## src/design/hts_pkg.sv

```systemverilog
// Package for the HTML tag stripper: parse modes, byte classes, character codes,
// the queue word type and the depth of the queue between the front and back ends.
// It depends on nothing else. Every module of the block imports it.
package hts_pkg;

  localparam int DEFAULT_MAX_DEPTH = 255;
  localparam int HIST_LEN          = 7;
  localparam int QUEUE_DEPTH       = 2;

  typedef enum logic [2:0] {
    MODE_TEXT    = 3'd0,
    MODE_TAG     = 3'd1,
    MODE_BANG    = 3'd2,
    MODE_COMMENT = 3'd3,
    MODE_SCRIPT  = 3'd4,
    MODE_STYLE   = 3'd5
  } mode_t;

  typedef enum logic [3:0] {
    CLS_NUL,
    CLS_LT,
    CLS_GT,
    CLS_T,
    CLS_QUOTE,
    CLS_BANG,
    CLS_E,
    CLS_DASH,
    CLS_OTHER
  } byte_class_t;

  localparam logic [7:0] CH_NUL    = 8'h00;
  localparam logic [7:0] CH_LT     = 8'h3C;
  localparam logic [7:0] CH_GT     = 8'h3E;
  localparam logic [7:0] CH_BANG   = 8'h21;
  localparam logic [7:0] CH_DASH   = 8'h2D;
  localparam logic [7:0] CH_DQUOTE = 8'h22;
  localparam logic [7:0] CH_SQUOTE = 8'h27;
  localparam logic [7:0] CH_SLASH  = 8'h2F;
  localparam logic [7:0] CH_BSLASH = 8'h5C;
  localparam logic [7:0] CH_UPPER_A = 8'd65;
  localparam logic [7:0] CH_UPPER_Z = 8'd90;
  localparam logic [7:0] CASE_OFFSET = 8'd32;

  typedef struct packed {
    byte_class_t cls;
    logic [7:0]  data;
    logic [7:0]  data_lower;
    logic        start;
    logic        last;
  } queue_word_t;

  function automatic logic [7:0] lower_of(input logic [7:0] c);
    if (c >= CH_UPPER_A && c <= CH_UPPER_Z) begin
      return c + CASE_OFFSET;
    end
    return c;
  endfunction

endpackage

```

## src/design/hts_front.sv

```systemverilog
// Front end of the HTML tag stripper: takes input words and classifies each byte.
// Depends on hts_pkg; feeds the queue module hts_fifo.
module hts_front
  import hts_pkg::*;
(
  input  logic        in_valid,
  output logic        in_ready,
  input  logic [7:0]  text_byte,
  input  logic        start_of_text,
  input  logic        end_of_text,
  input  logic        queue_full,
  output logic        push,
  output queue_word_t push_word
);

  byte_class_t cls;

  always_comb begin
    unique case (text_byte)
      CH_NUL:               cls = CLS_NUL;
      CH_LT:                cls = CLS_LT;
      CH_GT:                cls = CLS_GT;
      "t", "T":             cls = CLS_T;
      CH_DQUOTE, CH_SQUOTE: cls = CLS_QUOTE;
      CH_BANG:              cls = CLS_BANG;
      "e", "E":             cls = CLS_E;
      CH_DASH:              cls = CLS_DASH;
      default:              cls = CLS_OTHER;
    endcase
  end

  assign in_ready             = !queue_full;
  assign push                 = in_valid && !queue_full;
  assign push_word.cls        = cls;
  assign push_word.data       = text_byte;
  assign push_word.data_lower = lower_of(text_byte);
  assign push_word.start      = start_of_text;
  assign push_word.last       = end_of_text;

endmodule

```

## src/design/hts_fifo.sv

```systemverilog
// Short queue of classified words between the front and back ends.
// Depends on hts_pkg for the word type and the queue depth.
module hts_fifo
  import hts_pkg::*;
(
  input  logic        clk,
  input  logic        rst,
  input  logic        push,
  input  queue_word_t push_word,
  output logic        full,
  input  logic        pop,
  output queue_word_t pop_word,
  output logic        empty
);

  localparam int AW = $clog2(QUEUE_DEPTH);
  localparam int CW = $clog2(QUEUE_DEPTH + 1);

  queue_word_t   store [QUEUE_DEPTH];
  logic [AW-1:0] wr_ptr;
  logic [AW-1:0] rd_ptr;
  logic [CW-1:0] count;

  assign full     = count == CW'(QUEUE_DEPTH);
  assign empty    = count == '0;
  assign pop_word = store[rd_ptr];

  always_ff @(posedge clk) begin
    if (push) begin
      store[wr_ptr] <= push_word;
    end
  end

  always_ff @(posedge clk) begin
    if (rst) begin
      wr_ptr <= '0;
      rd_ptr <= '0;
      count  <= '0;
    end else begin
      if (push) begin
        wr_ptr <= wr_ptr + 1'b1;
      end
      if (pop) begin
        rd_ptr <= rd_ptr + 1'b1;
      end
      if (push && !pop) begin
        count <= count + 1'b1;
      end else if (pop && !push) begin
        count <= count - 1'b1;
      end
    end
  end

endmodule

```

## src/design/hts_back.sv

```systemverilog
// Back end of the HTML tag stripper: parse state, byte history and output register.
// Depends on hts_pkg; takes words from hts_fifo.
module hts_back
  import hts_pkg::*;
#(
  parameter int MAX_DEPTH = DEFAULT_MAX_DEPTH
) (
  input  logic        clk,
  input  logic        rst,
  input  logic        empty,
  input  queue_word_t pop_word,
  output logic        pop,
  output logic        out_valid,
  input  logic        out_ready,
  output logic        kept,
  output logic [7:0]  kept_byte,
  output logic        last_of_text
);

  localparam int DEPTH_W = $clog2(MAX_DEPTH + 1);

  mode_t              parse_mode, parse_mode_next;
  logic [DEPTH_W-1:0] tag_depth, tag_depth_next;
  logic               in_special, in_special_next;
  logic [7:0]         last_significant, last_significant_next;
  logic [7:0]         byte_history [HIST_LEN];
  logic [2:0]         position_count;
  logic               keep_next;

  mode_t              m;
  logic [DEPTH_W-1:0] d;
  logic               sp;
  logic [7:0]         ls;
  logic [7:0]         h [HIST_LEN];
  logic [2:0]         pos;
  logic               keep_path;
  logic               pat_script, pat_doctype, pat_style;

  assign pop = !empty && (!out_valid || out_ready);

  always_comb begin
    m   = pop_word.start ? MODE_TEXT : parse_mode;
    d   = pop_word.start ? '0 : tag_depth;
    sp  = pop_word.start ? 1'b0 : in_special;
    ls  = pop_word.start ? CH_NUL : last_significant;
    pos = pop_word.start ? 3'd0 : position_count;
    for (int k = 0; k < HIST_LEN; k++) begin
      h[k] = pop_word.start ? CH_NUL : byte_history[k];
    end

    // History holds lowered bytes, so these matches ignore case.
    pat_script  = h[0] == "p" && h[1] == "i" && h[2] == "r" && h[3] == "c" && h[4] == "s";
    pat_doctype = h[0] == "p" && h[1] == "y" && h[2] == "t" && h[3] == "c" && h[4] == "o"
                  && h[5] == "d";
    pat_style   = h[0] == "l" && h[1] == "y" && h[2] == "t" && h[3] == "s";

    parse_mode_next       = m;
    tag_depth_next        = d;
    in_special_next       = sp;
    last_significant_next = ls;
    keep_path             = 1'b0;

    unique case (pop_word.cls)
      CLS_NUL: begin
      end
      CLS_LT: begin
        if (m == MODE_TEXT) begin
          parse_mode_next = MODE_TAG;
        end else if (m == MODE_TAG && d < DEPTH_W'(MAX_DEPTH)) begin
          tag_depth_next = d + 1'b1;
        end
        if (!sp) begin
          last_significant_next = CH_LT;
        end
      end
      CLS_GT: begin
        if (m == MODE_TAG) begin
          if (d != '0) begin
            tag_depth_next = d - 1'b1;
          end else begin
            parse_mode_next = MODE_TEXT;
          end
          last_significant_next = CH_GT;
        end else if (m == MODE_COMMENT) begin
          if (ls == CH_LT) begin
            parse_mode_next = MODE_TEXT;
          end
          last_significant_next = CH_GT;
        end else if (m == MODE_SCRIPT || m == MODE_STYLE) begin
          if ((m == MODE_SCRIPT && ls == "t") || ls == "e") begin
            parse_mode_next = MODE_TEXT;
            in_special_next = 1'b0;
          end
          last_significant_next = CH_GT;
        end else begin
          keep_path = 1'b1;
        end
      end
      CLS_T: begin
        if (m == MODE_TAG && ls == CH_LT && pos > 3'd5 && pat_script) begin
          parse_mode_next = MODE_SCRIPT;
          in_special_next = 1'b1;
        end else if (m == MODE_SCRIPT && sp && ls != CH_SQUOTE && pos > 3'd5 && pat_script
                     && h[5] == CH_SLASH && h[6] != CH_BSLASH) begin
          last_significant_next = "t";
        end else begin
          keep_path = 1'b1;
        end
      end
      CLS_QUOTE: begin
        if (!sp || ls != CH_GT) begin
          last_significant_next = CH_SQUOTE;
        end
      end
      CLS_BANG: begin
        if (m == MODE_TAG) begin
          parse_mode_next = MODE_BANG;
        end else begin
          keep_path = 1'b1;
        end
      end
      CLS_E: begin
        if (m == MODE_BANG && pos > 3'd6 && pat_doctype) begin
          parse_mode_next = MODE_TAG;
        end else if (m == MODE_TAG && ls == CH_LT && pos > 3'd5 && pat_style) begin
          parse_mode_next = MODE_STYLE;
          in_special_next = 1'b1;
        end else if (m == MODE_STYLE && sp && ls != CH_SQUOTE && pos > 3'd5 && pat_style
                     && h[4] == CH_SLASH && h[5] != CH_BSLASH) begin
          last_significant_next = "e";
        end else begin
          keep_path = 1'b1;
        end
      end
      CLS_DASH: begin
        if (m == MODE_BANG && h[0] == CH_DASH) begin
          parse_mode_next = MODE_COMMENT;
        end else begin
          keep_path = 1'b1;
        end
      end
      default: begin
        keep_path = 1'b1;
      end
    endcase

    // A kept byte never changes the mode, so the mode it saw still holds.
    keep_next = keep_path && m == MODE_TEXT;
  end

  always_ff @(posedge clk) begin
    if (rst) begin
      parse_mode       <= MODE_TEXT;
      tag_depth        <= '0;
      in_special       <= 1'b0;
      last_significant <= CH_NUL;
      position_count   <= 3'd0;
      for (int k = 0; k < HIST_LEN; k++) begin
        byte_history[k] <= CH_NUL;
      end
    end else if (pop) begin
      parse_mode       <= parse_mode_next;
      tag_depth        <= tag_depth_next;
      in_special       <= in_special_next;
      last_significant <= last_significant_next;
      position_count   <= (pos == 3'd7) ? pos : pos + 1'b1;
      byte_history[0]  <= pop_word.data_lower;
      for (int k = 1; k < HIST_LEN; k++) begin
        byte_history[k] <= h[k-1];
      end
    end
  end

  always_ff @(posedge clk) begin
    if (rst) begin
      out_valid <= 1'b0;
    end else if (pop) begin
      out_valid <= 1'b1;
    end else if (out_ready) begin
      out_valid <= 1'b0;
    end
  end

  always_ff @(posedge clk) begin
    if (pop) begin
      kept         <= keep_next;
      kept_byte    <= keep_next ? pop_word.data : CH_NUL;
      last_of_text <= pop_word.last;
    end
  end

  a_special_mode: assert property (@(posedge clk) disable iff (rst)
    in_special == (parse_mode == MODE_SCRIPT || parse_mode == MODE_STYLE))
    else $error("in_special disagrees with the parse mode");

  a_depth_bound: assert property (@(posedge clk) disable iff (rst)
    tag_depth <= DEPTH_W'(MAX_DEPTH))
    else $error("tag depth above its limit");

  a_pop_fills_output: assert property (@(posedge clk) disable iff (rst)
    pop |=> out_valid)
    else $error("popped word did not reach the output register");

  a_kept_byte: assert property (@(posedge clk) disable iff (rst)
    out_valid |-> (kept ? kept_byte != CH_NUL : kept_byte == CH_NUL))
    else $error("kept_byte does not match kept");

  a_position_step: assert property (@(posedge clk) disable iff (rst)
    pop && !pop_word.start && position_count != 3'd7 |=>
      position_count == $past(position_count) + 3'd1)
    else $error("position count did not advance");

endmodule

```

## src/design/html_tag_stripper.sv

```systemverilog
// Top level of the HTML tag stripper: front end, word queue and back end.
// Depends on hts_pkg, hts_front, hts_fifo and hts_back.
//
//   channel | handshake            | word
//   --------+----------------------+-----------------------------------------
//   input   | in_valid / in_ready  | text_byte, start_of_text, end_of_text
//   output  | out_valid / out_ready| kept, kept_byte, last_of_text
//
// One byte per cycle sustained while out_ready stays high; an accepted byte is queued,
// then popped into the output register; the back end's parse update is combinational.
// Reset is synchronous and clears the parse state and the queue; no clearing pass.
// A stalled output holds its word while the two-entry queue keeps taking input
// until it fills, then in_ready drops.
module html_tag_stripper
  import hts_pkg::*;
#(
  parameter int MAX_DEPTH = DEFAULT_MAX_DEPTH
) (
  input  logic       clk,
  input  logic       rst,
  input  logic       in_valid,
  output logic       in_ready,
  input  logic [7:0] text_byte,
  input  logic       start_of_text,
  input  logic       end_of_text,
  output logic       out_valid,
  input  logic       out_ready,
  output logic       kept,
  output logic [7:0] kept_byte,
  output logic       last_of_text
);

  queue_word_t push_word;
  queue_word_t pop_word;
  logic        push;
  logic        pop;
  logic        queue_full;
  logic        queue_empty;

  hts_front u_front (
    .in_valid      (in_valid),
    .in_ready      (in_ready),
    .text_byte     (text_byte),
    .start_of_text (start_of_text),
    .end_of_text   (end_of_text),
    .queue_full    (queue_full),
    .push          (push),
    .push_word     (push_word)
  );

  hts_fifo u_fifo (
    .clk       (clk),
    .rst       (rst),
    .push      (push),
    .push_word (push_word),
    .full      (queue_full),
    .pop       (pop),
    .pop_word  (pop_word),
    .empty     (queue_empty)
  );

  hts_back #(
    .MAX_DEPTH (MAX_DEPTH)
  ) u_back (
    .clk          (clk),
    .rst          (rst),
    .empty        (queue_empty),
    .pop_word     (pop_word),
    .pop          (pop),
    .out_valid    (out_valid),
    .out_ready    (out_ready),
    .kept         (kept),
    .kept_byte    (kept_byte),
    .last_of_text (last_of_text)
  );

endmodule
```

## config.mk

```make
export PLATFORM = sky130hd
export DESIGN_NAME = html_tag_stripper
export DESIGN_NICKNAME = d
export VERILOG_FILES = /design/src/design/hts_pkg.sv /design/src/design/hts_front.sv /design/src/design/hts_fifo.sv /design/src/design/hts_back.sv /design/src/design/html_tag_stripper.sv
export SDC_FILE = /design/constraint.sdc
export NUM_CORES = 1
export LEC_CHECK = 0
export BUFFER_PORTS_ARGS = -buffer_cell sky130_fd_sc_hd__buf_2
export CAP_MARGIN = 20
export CORE_MARGIN = 4
export CORE_UTILIZATION = 40
export CTS_CLUSTER_DIAMETER = 120
export DETAILED_ROUTE_END_ITERATION = 10
export GPL_ROUTABILITY_DRIVEN = 0
export SETUP_SLACK_MARGIN = 0.15
export SLEW_MARGIN = 10
export SYNTH_ARGS = -nofsm -noshare
export SYNTH_HDL_FRONTEND = slang
export SYNTH_SLANG_ARGS = --single-unit
```

## constraint.sdc

```tcl
create_clock -name clk -period 8.05 [get_ports clk]
set_clock_uncertainty 0.05 [all_clocks]
set_input_delay 0.805 -clock clk [delete_from_list [all_inputs] [get_ports clk]]
set_output_delay 0.805 -clock clk [all_outputs]
set_load 0.02 [all_outputs]
```

==> results of run 1 <==
==> per-stage QoR <==
step	util [%]	hold WS [ns]	cells
after detailed placement	43.3	0.440	833
after floorplan	-	0.408	617
after global placement	43.3	0.429	833
final	47.0	0.444	865
after CTS	47.0	0.452	865
after global routing	47.0	0.480	865
==> flip-flops by register name, indices dropped and copies added, names as in the netlist, named ones only <==
signal	count
u_fifo.store	34
u_back.kept_byte	8
u_fifo.wr_ptr	1
u_back.byte_history	56
u_fifo.count	2
u_back.last_significant	8
u_back.in_special	1
u_back.out_valid	1
u_back.last_of_text	1
u_back.kept	1
u_back.position_count	3
u_fifo.rd_ptr	1
u_back.tag_depth	8
u_back.parse_mode	3
==> per-layer routing <==
metal | wire length [um] | track usage (%) | up-vias
met2 | 7380 | 27.3 | 170
li1 | - | - | 2421
met1 | 7040 | 22.7 | 2434
met3 | 878 | 4.48 | 24
met4 | 289 | 6.66 | 0
met5 | 0 | 0 | -
==> cells in the final DEF (no fill, tap or decap), types with 4 or more instances in the layout <==
| master | instances |
|---|---|
| sky130_fd_sc_hd__mux2i_1 | 15 |
| sky130_fd_sc_hd__a211oi_1 | 6 |
| sky130_fd_sc_hd__nor3b_1 | 6 |
| sky130_fd_sc_hd__clkbuf_16 | 17 |
| sky130_fd_sc_hd__nor4bb_1 | 4 |
| sky130_fd_sc_hd__buf_4 | 7 |
| sky130_fd_sc_hd__or2_2 | 6 |
| sky130_fd_sc_hd__a21o_1 | 5 |
| sky130_fd_sc_hd__mux2_2 | 6 |
| sky130_fd_sc_hd__a21oi_1 | 22 |
| sky130_fd_sc_hd__o22ai_1 | 5 |
| sky130_fd_sc_hd__and4_1 | 6 |
| sky130_fd_sc_hd__dfxtp_1 | 29 |
| sky130_fd_sc_hd__edfxtp_1 | 100 |
| sky130_fd_sc_hd__and3_1 | 54 |
| sky130_fd_sc_hd__nand4_1 | 6 |
| sky130_fd_sc_hd__nor2_1 | 60 |
| sky130_fd_sc_hd__o21ai_0 | 23 |
| sky130_fd_sc_hd__or3_1 | 6 |
| sky130_fd_sc_hd__nor3_1 | 15 |
| sky130_fd_sc_hd__nor4_1 | 10 |
| sky130_fd_sc_hd__nand2b_1 | 7 |
| sky130_fd_sc_hd__o31ai_1 | 4 |
| sky130_fd_sc_hd__xor2_1 | 6 |
| sky130_fd_sc_hd__inv_1 | 17 |
| sky130_fd_sc_hd__buf_2 | 25 |
| sky130_fd_sc_hd__ha_1 | 7 |
| sky130_fd_sc_hd__a31oi_1 | 12 |
| sky130_fd_sc_hd__nor4b_1 | 5 |
| sky130_fd_sc_hd__a22oi_1 | 7 |
| sky130_fd_sc_hd__or3b_2 | 4 |
| sky130_fd_sc_hd__nand2_1 | 46 |
| sky130_fd_sc_hd__nand3_1 | 14 |
==> worst paths after layout <==
path | to | slack (ns)
worst min register to register | u_back.out_valid | 0.44
worst min-delay path | u_back.out_valid | 0.44
worst max register to register | u_back.kept_byte[0] | 3.97
worst max-delay path | u_back.kept_byte[0] | 3.97
==> tightest hold or removal path, stage by stage, from the launching register on <==
cell and delay (ns):
sky130_fd_sc_hd__dfxtp_1 0.30, sky130_fd_sc_hd__nand2b_1 0.08, sky130_fd_sc_hd__a21oi_1 0.06
==> where the power goes <==
part	leakage [nW]	switching [mW]	internal, mW	total (mW)
Combinational	1.30	0.432	0.192	0.624
Clock	0.287	0.288	0.485	0.773
Sequential	1.25	0.0924	0.933	1.02
Total	2.83	0.812	1.61	2.42
==> layout make-up <==
| type | count | share of cell area [%] |
|---|---|---|
| Multi-Input combinational cell | 438 | 37.6 |
| Clock inverter | 14 | 2.16 |
| Tap cell | 216 | 3.60 |
| Sequential cell | 129 | 47.7 |
| Timing Repair Buffer | 32 | 2.36 |
| Clock buffer | 18 | 5.71 |
| Inverter | 18 | 0.899 |
==> cells by family after synthesis <==
family | Yosys count | synth area share (%)
compound gates | 122 | 12.6
xor+xnor | 8 | 1.06
fa+ha+maj | 7 | 1.33
buf+inv | 50 | 2.96
flops | 129 | 54.3
mux | 23 | 3.87
simple gates | 278 | 23.9
==> metrics list, run 1 <==
- TritonCTS built the clock tree.
- After the first detailed-routing iteration, the DRC count stood at 566.
- The average instance in the mapped netlist occupies 10.7 um^2.
- For the pin with the worst max-slew slack, the measured transition is 0.876 ns.
- Dominant cell type by area after synthesis: sky130_fd_sc_hd__edfxtp_1
- In the synthesized netlist, the cells that appear most often are 100 x sky130_fd_sc_hd__edfxtp_1, 61 x sky130_fd_sc_hd__nor2_1, 54 x sky130_fd_sc_hd__and3_1.
* Std cell rows: 46
- Synth async-reset ratio: 0%
- Ranked by total cell area, the synthesized netlist is headed by sky130_fd_sc_hd__edfxtp_1 45%, sky130_fd_sc_hd__dfxtp_1 8.8%, sky130_fd_sc_hd__and3_1 5.1%.
* Headroom to the max-slew limit: 41.2%
* Number of synthesized register bits: 129
* Critical Path Sink Type: register
- The worst setup path is launched from a register.
* Final setup violation count: 0
* Critical path buffers and inverters: 2
* Cell depth of the worst hold path: 2
- Entering global routing, the biggest net connects 88 pins.
- The number of global-route vias before repair was 4826.
* Share of the clock period used by the worst path: 50.7%
* Clock sink count: 129
- Unrepaired setup endpoints after global routing: no
- Least setup slack across all paths after layout: 3.97 ns
- For this design the top-level I/O count stands at 26.
- Timing would allow up to 0.245 GHz.
- The design draws 2.42 mW.
- The die covers 0.0186 mm^2.
- Initial core utilization: 41.2%
* Antenna violations before repair: 0
* Cell area after synthesis: 0.00660 mm^2
* Max-slew violation total from the final report: 0
- HPWL after detailed placement: 10600 um
- The run finished with clean final reports.
- Reg clk slew, reported paths: 0.06 ns
* Category of the most critical setup path: register to register
- Post-DR vias/cell: 5.84
- For this run the aggregate overflow at the end of global routing stands at 0.
- YS warnings: 0
- Number of buffers on the longest clock path: 2
- The first global-routing pass estimated 24900 um of wire.
* Crit-path max cell delay: 0.59 ns
* Die extent in y: 136 um
* Diodes inserted: 0
* Sequential element share of the synthesized area: 54.3%
- Across the run, the number of max-cap violations was 0.
* Number of nets in the finished design: 657
- Fillers: 1527
- Ys flop type: sky130_fd_sc_hd__edfxtp_1
* Worst path required time: 8.15 ns
- Portion of synthesized cell area occupied by the leading cell type: 45.5%
* PostCTS Resize Cnt: 0
- The H-tree was split into 4 levels.
- In this run the most critical hold path is launched from u_back.out_valid.
- Number of nets with antenna violations after detailed routing: 0
- Post-CTS setup buffer count: 0
* Syn nets: 638
* Cell at the root of the clock tree: sky130_fd_sc_hd__clkbuf_16
- Across the VDD grid, the largest voltage drop is 0.000156 V.
* EDFF count, synth: 100
- The later pin in the worst-skew pair is clocked with a latency of 0.42 ns.
* Length of the first detailed-routing pass in iterations: 5
* Area of all placed cells without fillers: 0.00751 mm^2
- Area overhead of the layout relative to synthesis: 13.9%
* Worst Setup Slack post-DPL: 4.02 ns
* DRC Markers: 0
- Counting the buffers created by CTS gives 17.
- Data arrival, critical path: 4.18 ns
* Via count of the routed design: 5049
- Setup total negative slack on the finished layout was measured at 0 ns.
- The post-route netlist has 13.9% of its cells at a drive strength greater than 1.
- Cell-by-cell trace of the critical path: buf_4, mux2i_4, buf_4, nand4_2, or4_4, or4_4, and3b_4, o31ai_4, nor2_1
- Broken down by cell family, the worst path's largest delay share belongs to simple AND/OR/NAND/NOR gates.
- Power spread over the standard cell area amounts to 322 mW/mm^2.
- Once placement finished, the instance area stood at 0.00692 mm^2.
* Total area of sequential cells: 0.00358 mm^2
* Min-Delay Path Class: register to register
- Minimum period implied by the final worst setup slack: 4.08 ns
- P_leak: 2.83 nW
* GRT Resource Usage Total: 17.2%
* Total detailed-routing wirelength: 15600 um
* Horizontal die dimension: 136 um
- In this run the number of cells on the critical path is 9.
- In the final layout, the multi-input gates occupy 0.00282 mm^2.
- In the post-synthesis netlist, the cell with the most instances is sky130_fd_sc_hd__edfxtp_1.
- Synth Instances: 617
- Buffers inserted to repair hold after CTS numbered 0.
- For this design, the slowest cell found on the critical path is sky130_fd_sc_hd__buf_4.
* Cell variety after synth: 74
- Input and output buffers added on the ports amount to 25.
- Detailed-route wire length per cell: 18.0 um
* Number of hold-slack violations in the final timing report: 0
* Reg2Reg Depth: 9
* Core outline area: 0.0160 mm^2
- Maximum fanout count along the critical path: 87
No activity file was read; power rests on OpenSTA's default activity.
==> run 2: changes to the inputs <==
ABC_AREA = 1   (was default)
clock period = 3.5 ns   (was 8.05 ns; I/O delays follow)
==> run 2 against run 1 <==
Synthesized cell count increased by 46%. Non-clock buffer count grew 4. Core utilization down 0.22 points. Power increased to 2.5 times the previous value. Via count rose by 18%. Sequential power increased by 140%. Fmax up 37%. Highest routed layer unchanged.
==> metrics list, run 2 <==
- The clock edge transition at the registers on the reported setup and hold paths came to 0.07 ns (about the same).
- Min-Delay Path Class: input pin to register
- Via count of the routed design: 5965 (+18%)
* EDFF count, synth: 100 (unchanged)
- The post-synthesis sequential area ratio came to 49.4% (-4.9 points).
- First-pass GRT wire length: 28500 um (+14%)
* Maximum vdd ir drop: 0.000742 V (+380%)
* GRT Resource Usage Total: 17.6% (+0.34 points)
- The wire length per cell after detailed routing came to 14.6 um (-19%).
- The detailed-router iteration count before antenna repair was 8 (+3).
- Max Clock Freq: 0.335 GHz (+37%)
- The area growth from synthesis to layout is 13.1%.
- The library cell used most frequently in the layout, excluding fill and tap cells, is sky130_fd_sc_hd__nand2_1.
- Synth Instances: 898 (+46%)
- Number of buffers on the longest clock path: 2 (unchanged)
- The count of unresolved DRC violations after routing came to 0 (unchanged).
- The flip-flop count of the largest register, all copies and words added came to 56 (unchanged).
* Internal portion of total power: 3.66 mW (+130%)
- The row count was 48 (+4.3%).
- Fin Setup TNS: 0 ns (unchanged)
* Worst path required time: 3.63 ns (-4.52 ns)
- Most frequently used cell type in the post-synthesis netlist: sky130_fd_sc_hd__nand2_1
- The number of sinks on the clock net was 129 (unchanged).
- The part of the power in combinational logic was 31.0% (+5.2 points).
- Setup repair after global routing left no endpoint under its margin.
- Grt total ovfl: 0 (unchanged)
- The post-synthesis instance area was 0.00725 mm^2 (+9.8%).
* Synth async-reset ratio: 0% (unchanged)
- Layout cells sized above 1: 13.6% (-0.28 points)
* Post-CTS setup buffer count: 0 (unchanged)
- Portion of synthesized cell area occupied by the leading cell type: 41.4% (-4.1 points)
- Pwr per Cell Area: 743 mW/mm^2 (+130%)
- The CTS H-tree depth came to 4 (unchanged).
* I/O Buffers: 25 (unchanged)
- Die ar.: 0.0203 mm^2 (+9.2%)
* Number of nets with antenna violations after detailed routing: 0 (unchanged)
- The number of fill cells is 1714 (+12%).
- Final setup violation count: 0 (unchanged)
- The leakage dissipation is 3.35 nW (+18%).
- The I/O pin total came to 26 (unchanged).
- Number of nets in the finished design: 950 (+45%)
- TritonCTS built the clock tree.
- The time the worst path needs with I/O delays and setup is 2.98 ns (-1.10 ns).
* Worst Setup Slack post-DPL: 0.470 ns (-3.55 ns)
- PostCTS Resize Cnt: 0 (unchanged)
* Result of the run: complete, no violations
- The average size of a mapped cell is 8.07 um^2 (-25%).
* Share of the clock period used by the worst path: 85.2% (+35 points)
- Cell variety after synth: 44 (-41%)
- The number of violations of the max-capacitance limit came to 0 (unchanged).
- Top cells by instance count after synthesis: 213 x sky130_fd_sc_hd__nand2_1, 146 x sky130_fd_sc_hd__nor2_1, 103 x sky130_fd_sc_hd__inv_1
* Smallest hold slack: 0.0490 ns (-0.395 ns)
- Switching Power: 2.43 mW (+200%)
- The count of final hold-check violations is 0 (unchanged).
- The net count after synthesis was 919 (+44%).
- The number of warning messages in the yosys log is 0 (unchanged).
* Initial core utilization: 41.3% (+0.082 points)
* Pin count of the biggest net entering global routing: 47 (-47%)
- The insertion delay to the later sink of the worst-skew pair came to 0.44 ns (+0.02 ns).
- Biggest regs: u_back.byte_history (56), u_fifo.store (34)
* Category of the most critical setup path: register to register
- The clock buffer count from CTS was 17 (unchanged).
* Diodes inserted: 0 (unchanged)
* Relative contribution of the clock network to total power: 29.6% (-2.3 points)
* Die extent in y: 143 um (+4.5%)
* Worst-margin pin slew: 0.821 ns (-0.0554 ns)
- The post-DP HPWL came to 11700 um (+11%).
- Iteration-0 DRC count of the detailed router: 601 (+6.2%)
- Horizontal die dimension: 143 um (+4.5%)
- Instance area after placement: 0.00759 mm^2 (+9.6%)
- Core outline area: 0.0175 mm^2 (+9.6%)
- STA classifies the critical path endpoint as a register.
- Counting flops per register, the top entry is u_back.byte_history.
- Area of the multi-input gates: 0.00308 mm^2 (+9.2%)
- In the synthesized netlist the dominant register cell turns out to be sky130_fd_sc_hd__edfxtp_1.
* Share of total power consumed by net switching: 39.9% (+6.4 points)
- Max-slew violation total from the final report: 0 (unchanged)
* Number of global-route vias before repair: 5665 (+17%)
* Cell at the root of the clock tree: sky130_fd_sc_hd__clkbuf_16
- The detail-routed via count per cell was 5.11 (-12%).
* Reg2Reg Setup Slack: 0.52 ns (-3.45 ns)
- Main area contributors after synthesis: sky130_fd_sc_hd__edfxtp_1 41%, sky130_fd_sc_hd__nand2_1 11%, sky130_fd_sc_hd__dfxtp_1 8.0%
- The biggest area contributor in the post-synthesis netlist is sky130_fd_sc_hd__edfxtp_1.
- The initial antenna violation count is 0 (unchanged).
- The data arrival time of the critical path is 3.12 ns (-1.06 ns).
* Headroom to the max-slew limit: 45.2% (+4.1 points)
- Most used cells in the layout excluding fill and tap cells: 213 x sky130_fd_sc_hd__nand2_1, 146 x sky130_fd_sc_hd__nor2_1, 102 x sky130_fd_sc_hd__inv_1
- The worst setup margin is 0.519 ns (-3.45 ns).
* Kind of launch point of the worst setup path: register
- Cell depth of the worst hold path: 1 (-1)
- Hold buffer count at cts: 0 (unchanged)
- Number of synthesized register bits: 129 (unchanged)
- The power share of the sequential group is 39.3% (-3.0 points).
- Maximum fanout count along the critical path: 27 (-69%)
- The cell count of the worst reg-to-reg path came to 13 (+4).
- Area of all placed cells without fillers: 0.00820 mm^2 (+9.1%)
- The combined flip-flop and latch cell area was 0.00358 mm^2 (about the same).
- Total detailed-routing wirelength: 17000 um (+9.2%)
run 2: cell count changes in the layout (fill, tap and decap cells not counted), sizes merged, moves of 7 or more:
cell    previous run  this run
a22oi              7         0
a31oi             12         4
and3              54         2
inv               20       120
mux2               7         0
mux2i             16         5
nand2             46       229
nand2b             7         0
nand3             14        84
nand4              7        16
nor2              61       168
nor3              15        35
nor4              11         3
o21ai             25        42
run 2: power groups by stage:
stage          Combinational [mW]  Clock [mW]  Sequential [mW]
2_1_floorplan                1.34           0             2.45
3_3_place_gp                 1.89           0             2.42
3_5_place_dp                 1.90           0             2.42
4_1_cts                      1.91        1.84             2.40
5_1_grt                      2.11        1.90             2.44
6_report                     1.89        1.80             2.40
run 2: logic make-up after synthesis:
kind of cell | share of synthesized area [%]
AO/OA/AOI/OAI | 6.39
XOR/XNOR | 0.121
adder cells (fa/ha/maj) | 1.21
buffers and inverters | 8.01
flip-flops | 49.4
multiplexers | 0.691
AND/OR/NAND/NOR | 34.1
run 2: worst max-delay path, cell delays in order, from the launching register on:
cell and delay, ns:
sky130_fd_sc_hd__dfxtp_2 0.38, sky130_fd_sc_hd__inv_2 0.22, sky130_fd_sc_hd__nand2_1 0.10, sky130_fd_sc_hd__nand2_2 0.51, sky130_fd_sc_hd__buf_4 0.30, sky130_fd_sc_hd__nand3_1 0.09, sky130_fd_sc_hd__nor2_1 0.24, sky130_fd_sc_hd__nand2_1 0.09
sky130_fd_sc_hd__nor2_1 0.11, sky130_fd_sc_hd__nand3_1 0.15, sky130_fd_sc_hd__nand4_1 0.14, sky130_fd_sc_hd__nand3_2 0.09, sky130_fd_sc_hd__nand2_4 0.17, sky130_fd_sc_hd__nor2_2 0.05
run 2: through the flow:
| step | util [%] | std cells | total power, mW |
|---|---|---|---|
| 2_1_floorplan | - | 898 | 3.79 |
| 3_3_place_gp | 43.3 | 1135 | 4.31 |
| 3_5_place_dp | 43.3 | 1135 | 4.32 |
| 4_1_cts | 46.7 | 1167 | 6.14 |
| 5_1_grt | 46.7 | 1167 | 6.45 |
| 6_report | 46.7 | 1167 | 6.09 |
run 2: layout make-up:
type                    count  share of cell area [%]
multi-input cells         634                    37.6
clock inverters            15                    2.26
flip-flops and latches    129                    43.7
well taps                 225                    3.43
inverters                 111                    5.08
repair buffers             36                    2.69
clock buffers              17                    5.19
run 2: final timing paths:
kind | endpoint | startpoint
setup / recovery | u_back.kept_byte[4] | register
hold / removal | u_fifo.store[1][0] | end_of_text
setup reg to reg | u_back.kept_byte[4] | register
hold reg to reg | u_back.tag_depth[6] | u_back.tag_depth[6]
run 2: routing by layer:
layer  global-route usage [%]  up-vias  part of all wire [%]
met5                        0        -                     0
met1                     23.6     2736                    46
li1                         -     3040                     -
met3                     3.68       22                   5.8
met2                     28.6      167                    47
met4                     5.75        0                   1.3
